===== src/ospag_pkg.sv =====
`default_nettype none

package ospag_pkg;

  // Field and register widths.
  localparam int ADDR_W    = 40;
  localparam int ROW_W     = 21;
  localparam int PACK_W    = 4;
  localparam int NCH_W     = 3;
  localparam int CB_W      = 9;
  localparam int LEAF_W    = 16;
  localparam int V_W       = LEAF_W + 1;
  localparam int PLEN_W    = 5;
  localparam int BB_W      = CB_W + 2;
  localparam int BIS_W     = 8;
  localparam int GRP_W     = 3;
  localparam int CMP_W     = 7;
  localparam int CFG_IDX_W = 3;
  localparam int MUL_A_W   = 16;
  localparam int MUL_B_W   = 21;
  localparam int MAX_PACK  = 8;

  // Defaults for the top-level parameters.
  localparam int DEF_MAX_LEVELS = 16;
  localparam int DEF_MAX_CHUNKS = 4;

  // Register values after reset.
  localparam logic [ROW_W-1:0]  ROW_BYTES_RST   = ROW_W'(8192);
  localparam logic [PACK_W-1:0] PACK_LEVELS_RST = PACK_W'(1);
  localparam logic [NCH_W-1:0]  CHUNKS_RST      = NCH_W'(1);
  localparam logic [CB_W-1:0]   CHUNK_BYTES_RST = CB_W'(64);

  typedef enum logic [CFG_IDX_W-1:0] {
    REG_TREE_BASE    = 3'd0,
    REG_TREE_LIMIT   = 3'd1,
    REG_ROW_BYTES    = 3'd2,
    REG_PACK_LEVELS  = 3'd3,
    REG_CHUNKS       = 3'd4,
    REG_CHUNK_BYTES  = 3'd5,
    REG_LAST_SUBTREE = 3'd6
  } cfg_reg_t;

  typedef enum logic [3:0] {
    S_IDLE,
    S_LEVEL,
    S_GROUP_MUL,
    S_GROUP_ADD,
    S_SUB_MUL,
    S_SUB_ADD,
    S_BKT_MUL,
    S_BKT_ADD,
    S_EMIT
  } seq_state_t;

  typedef enum logic [1:0] {
    MAC_GROUP,
    MAC_SUB,
    MAC_BKT
  } mac_sel_t;

  typedef struct packed {
    logic boundary;
    logic first_level;
    logic chunk_last;
    logic level_last;
  } seq_status_t;

  typedef struct packed {
    logic     in_ready;
    logic     out_valid;
    logic     load_item;
    logic     bis_step;
    logic     mac_en;
    mac_sel_t mac_sel;
    logic     grp_wr;
    logic     sub_wr;
    logic     addr_load;
    logic     chunk_step;
    logic     level_step;
  } seq_ctrl_t;

endpackage

`default_nettype wire


===== src/ospag_mac.sv =====
`default_nettype none

// Shared multiply-add unit: the product is registered, the add follows in the next cycle.
module ospag_mac import ospag_pkg::*; (
  input  wire logic               clk,
  input  wire logic               mul_en,
  input  wire logic [MUL_A_W-1:0] mul_a,
  input  wire logic [MUL_B_W-1:0] mul_b,
  input  wire logic [ADDR_W-1:0]  addend,
  output logic      [ADDR_W-1:0]  sum
);

  logic [MUL_A_W+MUL_B_W-1:0] prod_r;

  always_ff @(posedge clk) begin
    if (mul_en) begin
      prod_r <= mul_a * mul_b;
    end
  end

  assign sum = addend + ADDR_W'(prod_r);

endmodule

`default_nettype wire


===== src/ospag_seq.sv =====
`default_nettype none

// Sequencer: walks one path level at a time and steps the shared unit.
module ospag_seq import ospag_pkg::*; (
  input  wire logic        clk,
  input  wire logic        rst_n,
  input  wire logic        in_valid,
  input  wire logic        out_ready,
  input  wire seq_status_t status,
  output seq_ctrl_t        ctrl
);

  seq_state_t state_r, state_nxt;

  always_ff @(posedge clk) begin
    if (!rst_n) begin
      state_r <= S_IDLE;
    end else begin
      state_r <= state_nxt;
    end
  end

  always_comb begin
    ctrl      = '0;
    state_nxt = state_r;
    unique case (state_r)
      S_IDLE: begin
        ctrl.in_ready = 1'b1;
        if (in_valid) begin
          ctrl.load_item = 1'b1;
          state_nxt      = S_LEVEL;
        end
      end
      S_LEVEL: begin
        if (status.boundary) begin
          state_nxt = status.first_level ? S_SUB_MUL : S_GROUP_MUL;
        end else begin
          ctrl.bis_step = 1'b1;
          state_nxt     = S_BKT_MUL;
        end
      end
      S_GROUP_MUL: begin
        ctrl.mac_en  = 1'b1;
        ctrl.mac_sel = MAC_GROUP;
        state_nxt    = S_GROUP_ADD;
      end
      S_GROUP_ADD: begin
        ctrl.mac_sel = MAC_GROUP;
        ctrl.grp_wr  = 1'b1;
        state_nxt    = S_SUB_MUL;
      end
      S_SUB_MUL: begin
        ctrl.mac_en  = 1'b1;
        ctrl.mac_sel = MAC_SUB;
        state_nxt    = S_SUB_ADD;
      end
      S_SUB_ADD: begin
        ctrl.mac_sel = MAC_SUB;
        ctrl.sub_wr  = 1'b1;
        state_nxt    = S_BKT_MUL;
      end
      S_BKT_MUL: begin
        ctrl.mac_en  = 1'b1;
        ctrl.mac_sel = MAC_BKT;
        state_nxt    = S_BKT_ADD;
      end
      S_BKT_ADD: begin
        ctrl.mac_sel   = MAC_BKT;
        ctrl.addr_load = 1'b1;
        state_nxt      = S_EMIT;
      end
      S_EMIT: begin
        ctrl.out_valid = 1'b1;
        if (out_ready) begin
          if (!status.chunk_last) begin
            ctrl.chunk_step = 1'b1;
          end else if (!status.level_last) begin
            ctrl.level_step = 1'b1;
            state_nxt       = S_LEVEL;
          end else begin
            state_nxt = S_IDLE;
          end
        end
      end
      default: begin
        state_nxt = S_IDLE;
      end
    endcase
  end

endmodule

`default_nettype wire


===== src/oram_path_subtree_address_gen.sv =====
`default_nettype none

// Channel   Direction  Handshake               Payload
// in_       input      in_valid / in_ready     in_leaf_bucket[15:0], in_is_write
// out_      output     out_valid / out_ready   out_chunk_address[39:0], out_write_request,
//                                              out_last_chunk, out_out_of_range
// cfg_      input      cfg_valid / cfg_ready   cfg_index[2:0], cfg_data[39:0]
//
// One input beat is taken only while the block is idle; it then produces P * C output beats,
// P being the path length and C the clamped chunk count. Each level passes the bucket offset
// through the one shared multiply-add unit, in a product step and a sum step; a level that
// opens a new group of levels first does the same for the group base (not at the root) and
// the subtree start. Output stalls hold the current beat and nothing upstream is taken meanwhile.
// Reset is synchronous, active low, and loads the register defaults; cfg_ready is always high.
module oram_path_subtree_address_gen import ospag_pkg::*; #(
  parameter int MAX_LEVELS = DEF_MAX_LEVELS,
  parameter int MAX_CHUNKS = DEF_MAX_CHUNKS
) (
  input  wire logic                 clk,
  input  wire logic                 rst_n,
  input  wire logic                 in_valid,
  output logic                      in_ready,
  input  wire logic [LEAF_W-1:0]    in_leaf_bucket,
  input  wire logic                 in_is_write,
  output logic                      out_valid,
  input  wire logic                 out_ready,
  output logic      [ADDR_W-1:0]    out_chunk_address,
  output logic                      out_write_request,
  output logic                      out_last_chunk,
  output logic                      out_out_of_range,
  input  wire logic                 cfg_valid,
  output logic                      cfg_ready,
  input  wire logic [CFG_IDX_W-1:0] cfg_index,
  input  wire logic [ADDR_W-1:0]    cfg_data
);

  // Level counter and path length must hold MAX_LEVELS itself.
  localparam int LVL_W = $clog2(MAX_LEVELS + 1);
  // Chunk counter and chunk count must hold MAX_CHUNKS itself.
  localparam int CNT_W = (MAX_CHUNKS > 1) ? $clog2(MAX_CHUNKS + 1) : 1;

  // Configuration registers.
  logic [ADDR_W-1:0] tree_base_r, tree_limit_r;
  logic [ROW_W-1:0]  row_bytes_r, last_bytes_r;
  logic [PACK_W-1:0] pack_levels_r;
  logic [NCH_W-1:0]  chunks_r;
  logic [CB_W-1:0]   chunk_bytes_r;

  assign cfg_ready = 1'b1;

  always_ff @(posedge clk) begin
    if (!rst_n) begin
      tree_base_r   <= '0;
      tree_limit_r  <= '0;
      row_bytes_r   <= ROW_BYTES_RST;
      pack_levels_r <= PACK_LEVELS_RST;
      chunks_r      <= CHUNKS_RST;
      chunk_bytes_r <= CHUNK_BYTES_RST;
      last_bytes_r  <= '0;
    end else if (cfg_valid && cfg_ready) begin
      unique case (cfg_index)
        REG_TREE_BASE:    tree_base_r   <= cfg_data;
        REG_TREE_LIMIT:   tree_limit_r  <= cfg_data;
        REG_ROW_BYTES:    row_bytes_r   <= cfg_data[ROW_W-1:0];
        REG_PACK_LEVELS:  pack_levels_r <= cfg_data[PACK_W-1:0];
        REG_CHUNKS:       chunks_r      <= cfg_data[NCH_W-1:0];
        REG_CHUNK_BYTES:  chunk_bytes_r <= cfg_data[CB_W-1:0];
        REG_LAST_SUBTREE: last_bytes_r  <= cfg_data[ROW_W-1:0];
        default: begin
        end
      endcase
    end
  end

  // Sequencer.
  seq_ctrl_t   ctrl;
  seq_status_t status;

  ospag_seq u_seq (
    .clk       (clk),
    .rst_n     (rst_n),
    .in_valid  (in_valid),
    .out_ready (out_ready),
    .status    (status),
    .ctrl      (ctrl)
  );

  assign in_ready  = ctrl.in_ready;
  assign out_valid = ctrl.out_valid;

  // Item decode at acceptance: path length, truncation of over-long paths, and the
  // clamped pack and chunk counts.
  logic [V_W-1:0]    v_in, v_load;
  logic [PLEN_W-1:0] plen_full;
  logic [LVL_W-1:0]  plen_load;
  logic [PACK_W-1:0] k_load;
  logic [NCH_W-1:0]  nch_load;
  logic [BB_W-1:0]   bb_load;

  always_comb begin
    v_in      = V_W'(in_leaf_bucket) + V_W'(1);
    plen_full = '0;
    for (int i = 0; i < V_W; i++) begin
      if (v_in[i]) begin
        plen_full = PLEN_W'(i + 1);
      end
    end
    if (CMP_W'(plen_full) > CMP_W'(MAX_LEVELS)) begin
      v_load    = v_in >> (plen_full - PLEN_W'(MAX_LEVELS));
      plen_load = LVL_W'(MAX_LEVELS);
    end else begin
      v_load    = v_in;
      plen_load = LVL_W'(plen_full);
    end

    if (pack_levels_r == '0) begin
      k_load = PACK_W'(1);
    end else if (pack_levels_r > PACK_W'(MAX_PACK)) begin
      k_load = PACK_W'(MAX_PACK);
    end else begin
      k_load = pack_levels_r;
    end

    if (chunks_r == '0) begin
      nch_load = NCH_W'(1);
    end else if (chunks_r > NCH_W'(MAX_CHUNKS)) begin
      nch_load = NCH_W'(MAX_CHUNKS);
    end else begin
      nch_load = chunks_r;
    end

    case (nch_load)
      NCH_W'(2): bb_load = BB_W'(chunk_bytes_r) << 1;
      NCH_W'(3): bb_load = BB_W'(chunk_bytes_r) + (BB_W'(chunk_bytes_r) << 1);
      NCH_W'(4): bb_load = BB_W'(chunk_bytes_r) << 2;
      default:   bb_load = BB_W'(chunk_bytes_r);
    endcase
  end

  // Per-item working registers.
  logic [V_W-1:0]    v_r;
  logic [LVL_W-1:0]  plen_r, level_r;
  logic [PACK_W-1:0] k_r;
  logic [CNT_W-1:0]  nch_r, chunk_r;
  logic [BB_W-1:0]   bb_r;
  logic              wr_r;
  logic [GRP_W-1:0]  grp_cnt_r;
  logic [BIS_W-1:0]  bis_r;
  logic [ADDR_W-1:0] group_base_r, subtree_start_r, addr_r;

  // The prefix is the heap id plus one of the bucket on the current level.
  logic [V_W-1:0]     prefix;
  logic [V_W-1:0]     offset;
  logic [CMP_W-1:0]   group_shift;
  logic               bottom_group;
  logic [ROW_W-1:0]   sub_size;

  always_comb begin
    prefix       = v_r >> (plen_r - LVL_W'(1) - level_r);
    offset       = prefix ^ (V_W'(1) << level_r);
    group_shift  = CMP_W'(level_r) - CMP_W'(k_r);
    bottom_group = (CMP_W'(level_r) + CMP_W'(k_r)) > CMP_W'(plen_r);
    sub_size     = (bottom_group && last_bytes_r != '0) ? last_bytes_r : row_bytes_r;
  end

  assign status.boundary    = (grp_cnt_r == '0);
  assign status.first_level = (level_r == '0);
  assign status.chunk_last  = ((CNT_W + 1)'(chunk_r) + (CNT_W + 1)'(1))
                              == (CNT_W + 1)'(nch_r);
  assign status.level_last  = ((LVL_W + 1)'(level_r) + (LVL_W + 1)'(1))
                              == (LVL_W + 1)'(plen_r);

  // Operand selection for the shared unit: the group step adds the size of the
  // previous group, the subtree step places the subtree inside its group, and the
  // bucket step places the bucket inside its subtree.
  logic [MUL_A_W-1:0] mul_a;
  logic [MUL_B_W-1:0] mul_b;
  logic [ADDR_W-1:0]  addend, mac_sum;

  always_comb begin
    case (ctrl.mac_sel)
      MAC_GROUP: begin
        mul_a  = MUL_A_W'(1) << group_shift;
        mul_b  = row_bytes_r;
        addend = group_base_r;
      end
      MAC_SUB: begin
        mul_a  = offset[MUL_A_W-1:0];
        mul_b  = sub_size;
        addend = group_base_r;
      end
      default: begin
        mul_a  = MUL_A_W'(bis_r);
        mul_b  = MUL_B_W'(bb_r);
        addend = subtree_start_r;
      end
    endcase
  end

  ospag_mac u_mac (
    .clk    (clk),
    .mul_en (ctrl.mac_en),
    .mul_a  (mul_a),
    .mul_b  (mul_b),
    .addend (addend),
    .sum    (mac_sum)
  );

  // Control counters are cleared by reset; the address registers carry payload only.
  always_ff @(posedge clk) begin
    if (!rst_n) begin
      level_r   <= '0;
      grp_cnt_r <= '0;
      chunk_r   <= '0;
    end else begin
      if (ctrl.load_item) begin
        level_r   <= '0;
        grp_cnt_r <= '0;
      end else if (ctrl.level_step) begin
        level_r   <= level_r + LVL_W'(1);
        grp_cnt_r <= (grp_cnt_r == GRP_W'(k_r - PACK_W'(1))) ? '0 : grp_cnt_r + GRP_W'(1);
      end
      if (ctrl.addr_load) begin
        chunk_r <= '0;
      end else if (ctrl.chunk_step) begin
        chunk_r <= chunk_r + CNT_W'(1);
      end
    end
  end

  always_ff @(posedge clk) begin
    if (ctrl.load_item) begin
      v_r          <= v_load;
      plen_r       <= plen_load;
      k_r          <= k_load;
      nch_r        <= CNT_W'(nch_load);
      bb_r         <= bb_load;
      wr_r         <= in_is_write;
      group_base_r <= tree_base_r;
    end else if (ctrl.grp_wr) begin
      group_base_r <= mac_sum;
    end
    if (ctrl.sub_wr) begin
      subtree_start_r <= mac_sum;
      bis_r           <= '0;
    end else if (ctrl.bis_step) begin
      bis_r <= {bis_r[BIS_W-2:0], 1'b0} + BIS_W'(1) + BIS_W'(prefix[0]);
    end
    if (ctrl.addr_load) begin
      addr_r <= mac_sum;
    end else if (ctrl.chunk_step) begin
      addr_r <= addr_r + ADDR_W'(chunk_bytes_r);
    end
  end

  assign out_chunk_address = addr_r;
  assign out_write_request = wr_r;
  assign out_last_chunk    = status.chunk_last && status.level_last;
  assign out_out_of_range  = (addr_r >= tree_limit_r);

endmodule

`default_nettype wire


===== config.mk =====
export PLATFORM = sky130hd
export DESIGN_NAME = oram_path_subtree_address_gen
export DESIGN_NICKNAME = d
export VERILOG_FILES = /design/src/ospag_pkg.sv /design/src/ospag_mac.sv /design/src/ospag_seq.sv /design/src/oram_path_subtree_address_gen.sv
export SDC_FILE = /design/constraint.sdc
export NUM_CORES = 2
export LEC_CHECK = 0
export ABC_AREA = 0
export BUFFER_PORTS_ARGS = -buffer_cell sky130_fd_sc_hd__buf_2
export CELL_PAD_IN_SITES_DETAIL_PLACEMENT = 0
export CELL_PAD_IN_SITES_GLOBAL_PLACEMENT = 1
export CORE_AREA = 5 5 353 182
export CTS_CLUSTER_DIAMETER = 30
export CTS_CLUSTER_SIZE = 25
export DETAILED_ROUTE_END_ITERATION = 10
export DIE_AREA = 0 0 358 187
export GPL_TIMING_DRIVEN = 0
export PLACE_DENSITY_LB_ADDON = 0.1
export SKIP_CTS_REPAIR_TIMING = 1
export SKIP_LAST_GASP = 1
export SYNTH_ARGS = -nofsm -noshare
export SYNTH_HDL_FRONTEND = slang
export SYNTH_SLANG_ARGS = --single-unit
export TNS_END_PERCENT = 50

===== constraint.sdc =====
create_clock -name clk -period 26.1 [get_ports clk]
set_clock_uncertainty 0.2 [all_clocks]
set_input_delay 5.22 -clock clk [delete_from_list [all_inputs] [get_ports clk]]
set_output_delay 5.22 -clock clk [all_outputs]
set_load 0.02 [all_outputs]

# Word level (Yosys, flattened, before mapping)

Index checks and enable logic that the tools add are counted.
Widths: inputs -> output; s select.

Bits in registers: 359
Bits of input ports: 65
Output and inout port bits: 46
Word-level logic and storage cells: 157

$add $sub $neg: 17
$mul: 1
$lt $le $gt $ge: 5
Equality and inequality tests: 24
Shift-type cells: 4
Mux-type cells: 54
Bitwise gates (word level): 2
Reduce and logical (&&, ||, !) cells: 27

Operator list:

| operator              | count |
|---|---|
| $mux 40               | 5 |
| $mux 5                | 16 |
| $pmux 21 s2           | 1 |
| $add 40x37->40        | 1 |
| $add 40x9->40         | 1 |
| $ge 40x40->1          | 1 |
| $mul 16x21->37        | 1 |
| $pmux 4 s9            | 1 |
| $pmux 11 s3           | 1 |
| $pmux 16 s2           | 1 |
| $mux 21               | 1 |
| $reduce_bool 21->1    | 1 |
| $mux 4                | 5 |
| $add 16x1->17 const B | 1 |
| $mux 17               | 1 |
| $shr 17x5->16         | 1 |
| $shr 17x5->17         | 1 |
| $eq 4x3->1 const B    | 4 |
| $shl 1x5->16 const A  | 1 |
| $shl 1x7->16 const A  | 1 |
| $xor 16x16->16        | 1 |
| $mux 1                | 15 |
| $reduce_and 2->1      | 7 |
| $eq 3x2->1 const B    | 4 |
| other kinds (40)      | 61 |

# Logic depth before layout (Yosys ltp)

Depth after elaboration: 21
Mapped depth: 39

# By module

A second synthesis with hierarchy kept.

Cells, all modules: 3588
Area, all modules: 32663.8 µm²

By module, submodules not included:

| module                        | times used | cells an instance | area an instance (µm²) |
|---|---|---|---|
| oram_path_subtree_address_gen | 1          | 1945              | 18272.5 |
| ospag_mac                     | 1          | 1603              | 14087.3 |
| ospag_seq                     | 1          | 40                | 304.0 |

# Worst setup path after synthesis

Ideal clock, no wire load.

Path kind: reg-to-reg
Start: register k_r[0]
End: register u_mac.prod_r[25], data pin
Arrival time: 8438 ps
Required time: 25641 ps
Setup slack: 17203 ps
Stages on the path, launching flop included: 34
Buffers on the path: 2
Period minus slack after synthesis: 8897 ps
Cell sequence: edfxtp_1 -> ha_1 -> fa_1 -> ha_1 -> nor2b_1 -> o21a_1 -> o21a_1 -> o21a_1 -> o22ai_1 -> a211o_1 -> buf_4 -> o22ai_1 -> a21oi_1 -> buf_2 -> nand2_1 -> fa_1 -> inv_1 -> fa_1 -> inv_1 -> fa_1 -> fa_1 -> fa_1 -> fa_1 -> inv_1 -> ha_1 -> a21o_1 -> a21o_1 -> a221o_1 -> a21oi_4 -> o21ai_1 -> a311o_1 -> a31o_2 -> a21oi_2 -> xnor2_1

Longest elaborated chain between the ends: 6
Elaborated cells between the ends (all ways): 9

Ends and longest elaborated chain:

| item                   | RTL line                             | text |
|---|---|---|
| start, declared        | oram_path_subtree_address_gen.sv:143 | `logic [PACK_W-1:0] k_r;` |
| start signal, assigned | oram_path_subtree_address_gen.sv:235 | `k_r <= k_load;` |
| $add 5x4->6            | oram_path_subtree_address_gen.sv:162 | `bottom_group = (CMP_W'(level_r) + CMP_W'(k_r)) > CMP_W'(plen_r);` |
| $gt 6x5->1             | oram_path_subtree_address_gen.sv:162 |  |
| $logic_and 1x1->1      | oram_path_subtree_address_gen.sv:163 | `sub_size = (bottom_group && last_bytes_r != '0) ? last_bytes_r : row_bytes_r;` |
| $mux 21                | oram_path_subtree_address_gen.sv:163 |  |
| $pmux 21 s2            | oram_path_subtree_address_gen.sv:181 | `case (ctrl.mac_sel)` |
| $mul 16x21->37 *       | ospag_mac.sv:17                      | `prod_r <= mul_a * mul_b;` |
| end signal, assigned   | ospag_mac.sv:17                      |  |
| end, declared          | ospag_mac.sv:13                      | `logic [MUL_A_W+MUL_B_W-1:0] prod_r;` |

Every way passes the cells marked *; elsewhere a longest branch is shown, timed or not.
A chain may end at the register's enable or synchronous reset.

# Final worst setup path

Start: register k_r[0]
End: register u_mac.prod_r[36], data pin

Same word-level chain as after synthesis.

==> flow_summary.yaml <==
worst_setup_path:
  cp_slowest_cell: "a21oi_1"
  reg2reg_from: "k_r[0]"
  r2r_end: "u_mac.prod_r[36]"
  worst_setup_path_start_kind: "flop"
  r2r_slack_ns: 13.76
  worstPathMaxFanout: 10
  worst-setup-path-type: "reg2reg"
  slowest_delay_ns: 1.21
  r2r_cells: 35
  crit_path_end_kind: "flop"
  crit_required_ns: 26.19
  arrival_ns: 12.43
  path_common_cell: "fa_1"
place:
  port_buffers: 103
  gp_congestion: 1.03
  dp_hpwl_mm: 89.1
  pre_cts_ws_ns: 13.89
  dpl_cell_area_sq_um: 34100
synthesis:
  yosysWarnings: 0
  yosysTopAreaCell: "edfxtp_1"
  syn_area_sq_um: 32500
  ys_top_cells_by_area: "edfxtp_1 18%, fa_1 17%, dfxtp_1 9.9%, nand2_1 9.4%, ha_1 9.1%"
  synthesis.nets: 4266
  synth_common_cells: "814 x nand2_1, 430 x inv_1, 270 x fa_1"
  ys_seq_elements: 359
  synth_top_area_share: 0.183
  async_flop_share: 0
  synth_most_common_cell: "nand2_1"
  syn_avg_cell_area_sq_um: 8.78
  synth-seq-area-share: 0.283
  ys.flop_type: "edfxtp_1"
  synthCells: 3696
  synth_cell_type_count: 99
  synth_edf_count: 198
detailed_routing:
  drtIter0Drc: 3071
  wl_per_cell_um: 23.0
  wl_mm: 109
  firstDrtPassIters: 6
  vias: 27700
  met1Wirelength_mm: 50.0
  met2RoutedLength_mm: 41.0
  route.detailed.drc: 0
  ant_nets: 0
  wl_met3_mm: 15.5
  top_layer: "met5"
  detail_route.vias_per_cell: 5.87
cells_and_area:
  fin_util: 0.589
  final_cell_area_sq_um: 35600
  drive_gt1_frac: 0.0790
  area_delta_synth_final_pct: 9.84
  final_nets: 4422
  n_fill_cell: 5383
hold_path:
  hp-start: "tree_limit_r[25]"
  hold_end: "tree_limit_r[25]"
  hold_path_class: "reg2reg"
  min_path_cells: 2
outcome:
  violations: "max-capacitance violations, max-slew violations"
  status: "finished, violations left"
grt:
  first_global_vias: 27000
  antenna_found_initial: 5
  grt_max_degree: 41
  gr-usage-all-layers: 0.319
  gr-total-overflow: 0
  grt_pass1_wl_mm: 163
cts:
  ctsLongestPathBuffers: 3
  cts_buffers: 42
  ctsRootBufferMaster: "clkbuf_16"
  clk_pin_slew_worst_paths_ns: 0.07
  tritoncts_num_sinks: 359
  cts_tree: "built"
  htreeDepth: 2
  clkLatencyLatePin_ns: 0.58
die:
  dieArea_sq_um: 66900
  core-area_sq_um: 60500
  start_util: 0.536
  rows: 64
  die_h_um: 187
  ios: 111
  fp.dieW_um: 358
pwr:
  comb_power_share: 0.256
  sw_frac_of_total: 0.334
  irDropWorstVdd_v: 0.0000475
  powerDensity_nw_per_um2: 49.4
  clkPwrFrac: 0.363
  power_frac_seq: 0.381
  power_mw: 1.76
  intPower_mw: 1.17
  p_sw_mw: 0.588
  power_leakage_nw: 15.3
sta:
  period_share: 0.473
  maxSlewHeadroom: -0.0631
  max_freq_mhz: 81.1
  fin_crit_ns: 12.34
  fin_ws_ns: 13.76
  final-max-slew-violation-count: 27
  hold_violations: 0
  finalSetupTns_ns: 0
  rsz0062_at_grt: "no"
  setup_viol: 0
  tightest_slew_ns: 1.59
flow_run:
  drv_cap: 3
## metrics by stage
| stage | std cells | hold WS, ns |
|---|---|---|
| 3_3_place_gp | 4624 | 0.250 |
| 6_report | 4716 | 0.264 |
| 4_1_cts | 4711 | 0.266 |
| 3_5_place_dp | 4633 | 0.258 |
| 2_1_floorplan | 3696 | 0.239 |
| 5_1_grt | 4712 | 0.288 |
## critical path, delay by kind of cell, from the launching register on
family,cells,cell delay [ns]
simple gates,4,0.43
compound gates,13,4.60
xor+xnor,2,0.64
buf+inv,6,1.19
fa+ha+maj,10,4.49
flops,1,0.50
## cell families (layout without fill, tap and decap cells)
group | count (synthesis) | in the layout | share of synthesized area
flip-flops | 359 | 359 | 0.283
other | 2 | 7 | 0.000231
AO/OA/AOI/OAI | 635 | 635 | 0.134
XOR/XNOR | 172 | 172 | 0.0466
adder cells (fa/ha/maj) | 505 | 505 | 0.257
multiplexers | 73 | 73 | 0.0253
AND/OR/NAND/NOR | 1346 | 1346 | 0.181
buffers and inverters | 604 | 794 | 0.0735
## worst max path at each step
stage                           from               end  cells past startpoint
after detailed placement      k_r[0]  u_mac.prod_r[36]                     35
after global placement        k_r[0]  u_mac.prod_r[36]                     34
after floorplan               k_r[0]  u_mac.prod_r[25]                     33
after global routing      level_r[2]  u_mac.prod_r[36]                     34
final                         k_r[0]  u_mac.prod_r[36]                     35
after CTS                     k_r[0]  u_mac.prod_r[36]                     35
## power groups by stage
stage | clock, mW | sequential (mW) | combinational [mW]
after global placement | 0 | 0.684 | 0.423
final | 0.639 | 0.671 | 0.451
after global routing | 0.674 | 0.673 | 0.487
after floorplan | 0 | 0.676 | 0.299
after CTS | 0.644 | 0.670 | 0.442
after detailed placement | 0 | 0.682 | 0.439
## per-layer routing
| layer | global-route usage | up-vias |
|---|---|---|
| met5 | 0 | - |
| met4 | 0.0543 | 2 |
| met3 | 0.125 | 162 |
| met2 | 0.421 | 1470 |
| met1 | 0.495 | 13500 |
| li1 | - | 12500 |
## sequential cells by signal (all words and copies together) (netlist names), 5 cells and up
| register | cells |
|---|---|
| chunk_bytes_r | 9 |
| subtree_start_r | 40 |
| last_bytes_r | 21 |
| u_mac.prod_r | 37 |
| row_bytes_r | 21 |
| out_chunk_address | 40 |
| bb_r | 11 |
| group_base_r | 40 |
| tree_base_r | 40 |
| v_r | 17 |
| bis_r | 8 |
| tree_limit_r | 40 |
| level_r | 5 |
| plen_r | 5 |
## placed cells by master (no fill, tap or decap), types with 63 or more instances in the layout
master / Yosys / layout
edfxtp_1: 198 / 198
dfxtp_1: 161 / 161
xor2_1: 71 / 71
inv_1: 430 / 430
nand2_1: 814 / 814
clkbuf_1: 116 / 118
xnor2_1: 100 / 100
a21oi_1: 140 / 140
and2_1: 75 / 75
fa_1: 270 / 270
ha_1: 235 / 235
nor2_1: 193 / 193
nand3_1: 63 / 63
buf_2: 37 / 140
o21ai_0: 101 / 101
a21boi_0: 137 / 137
## area by class of cell
| type | instances | area, sq um | share of cell area |
|---|---|---|---|
| multi-input cells | 2733 | 20900 | 0.587 |
| flip-flops and latches | 359 | 9170 | 0.257 |
| inverters | 431 | 1620 | 0.0454 |
| clock buffers | 51 | 1170 | 0.0328 |
| well taps | 825 | 1030 | 0.0290 |
| plain buffers | 173 | 769 | 0.0216 |
| repair buffers | 112 | 627 | 0.0176 |
| clock inverters | 27 | 330 | 0.00927 |
| diodes | 5 | 12.5 | 0.000351 |
Power figures use the tool's default switching activity.
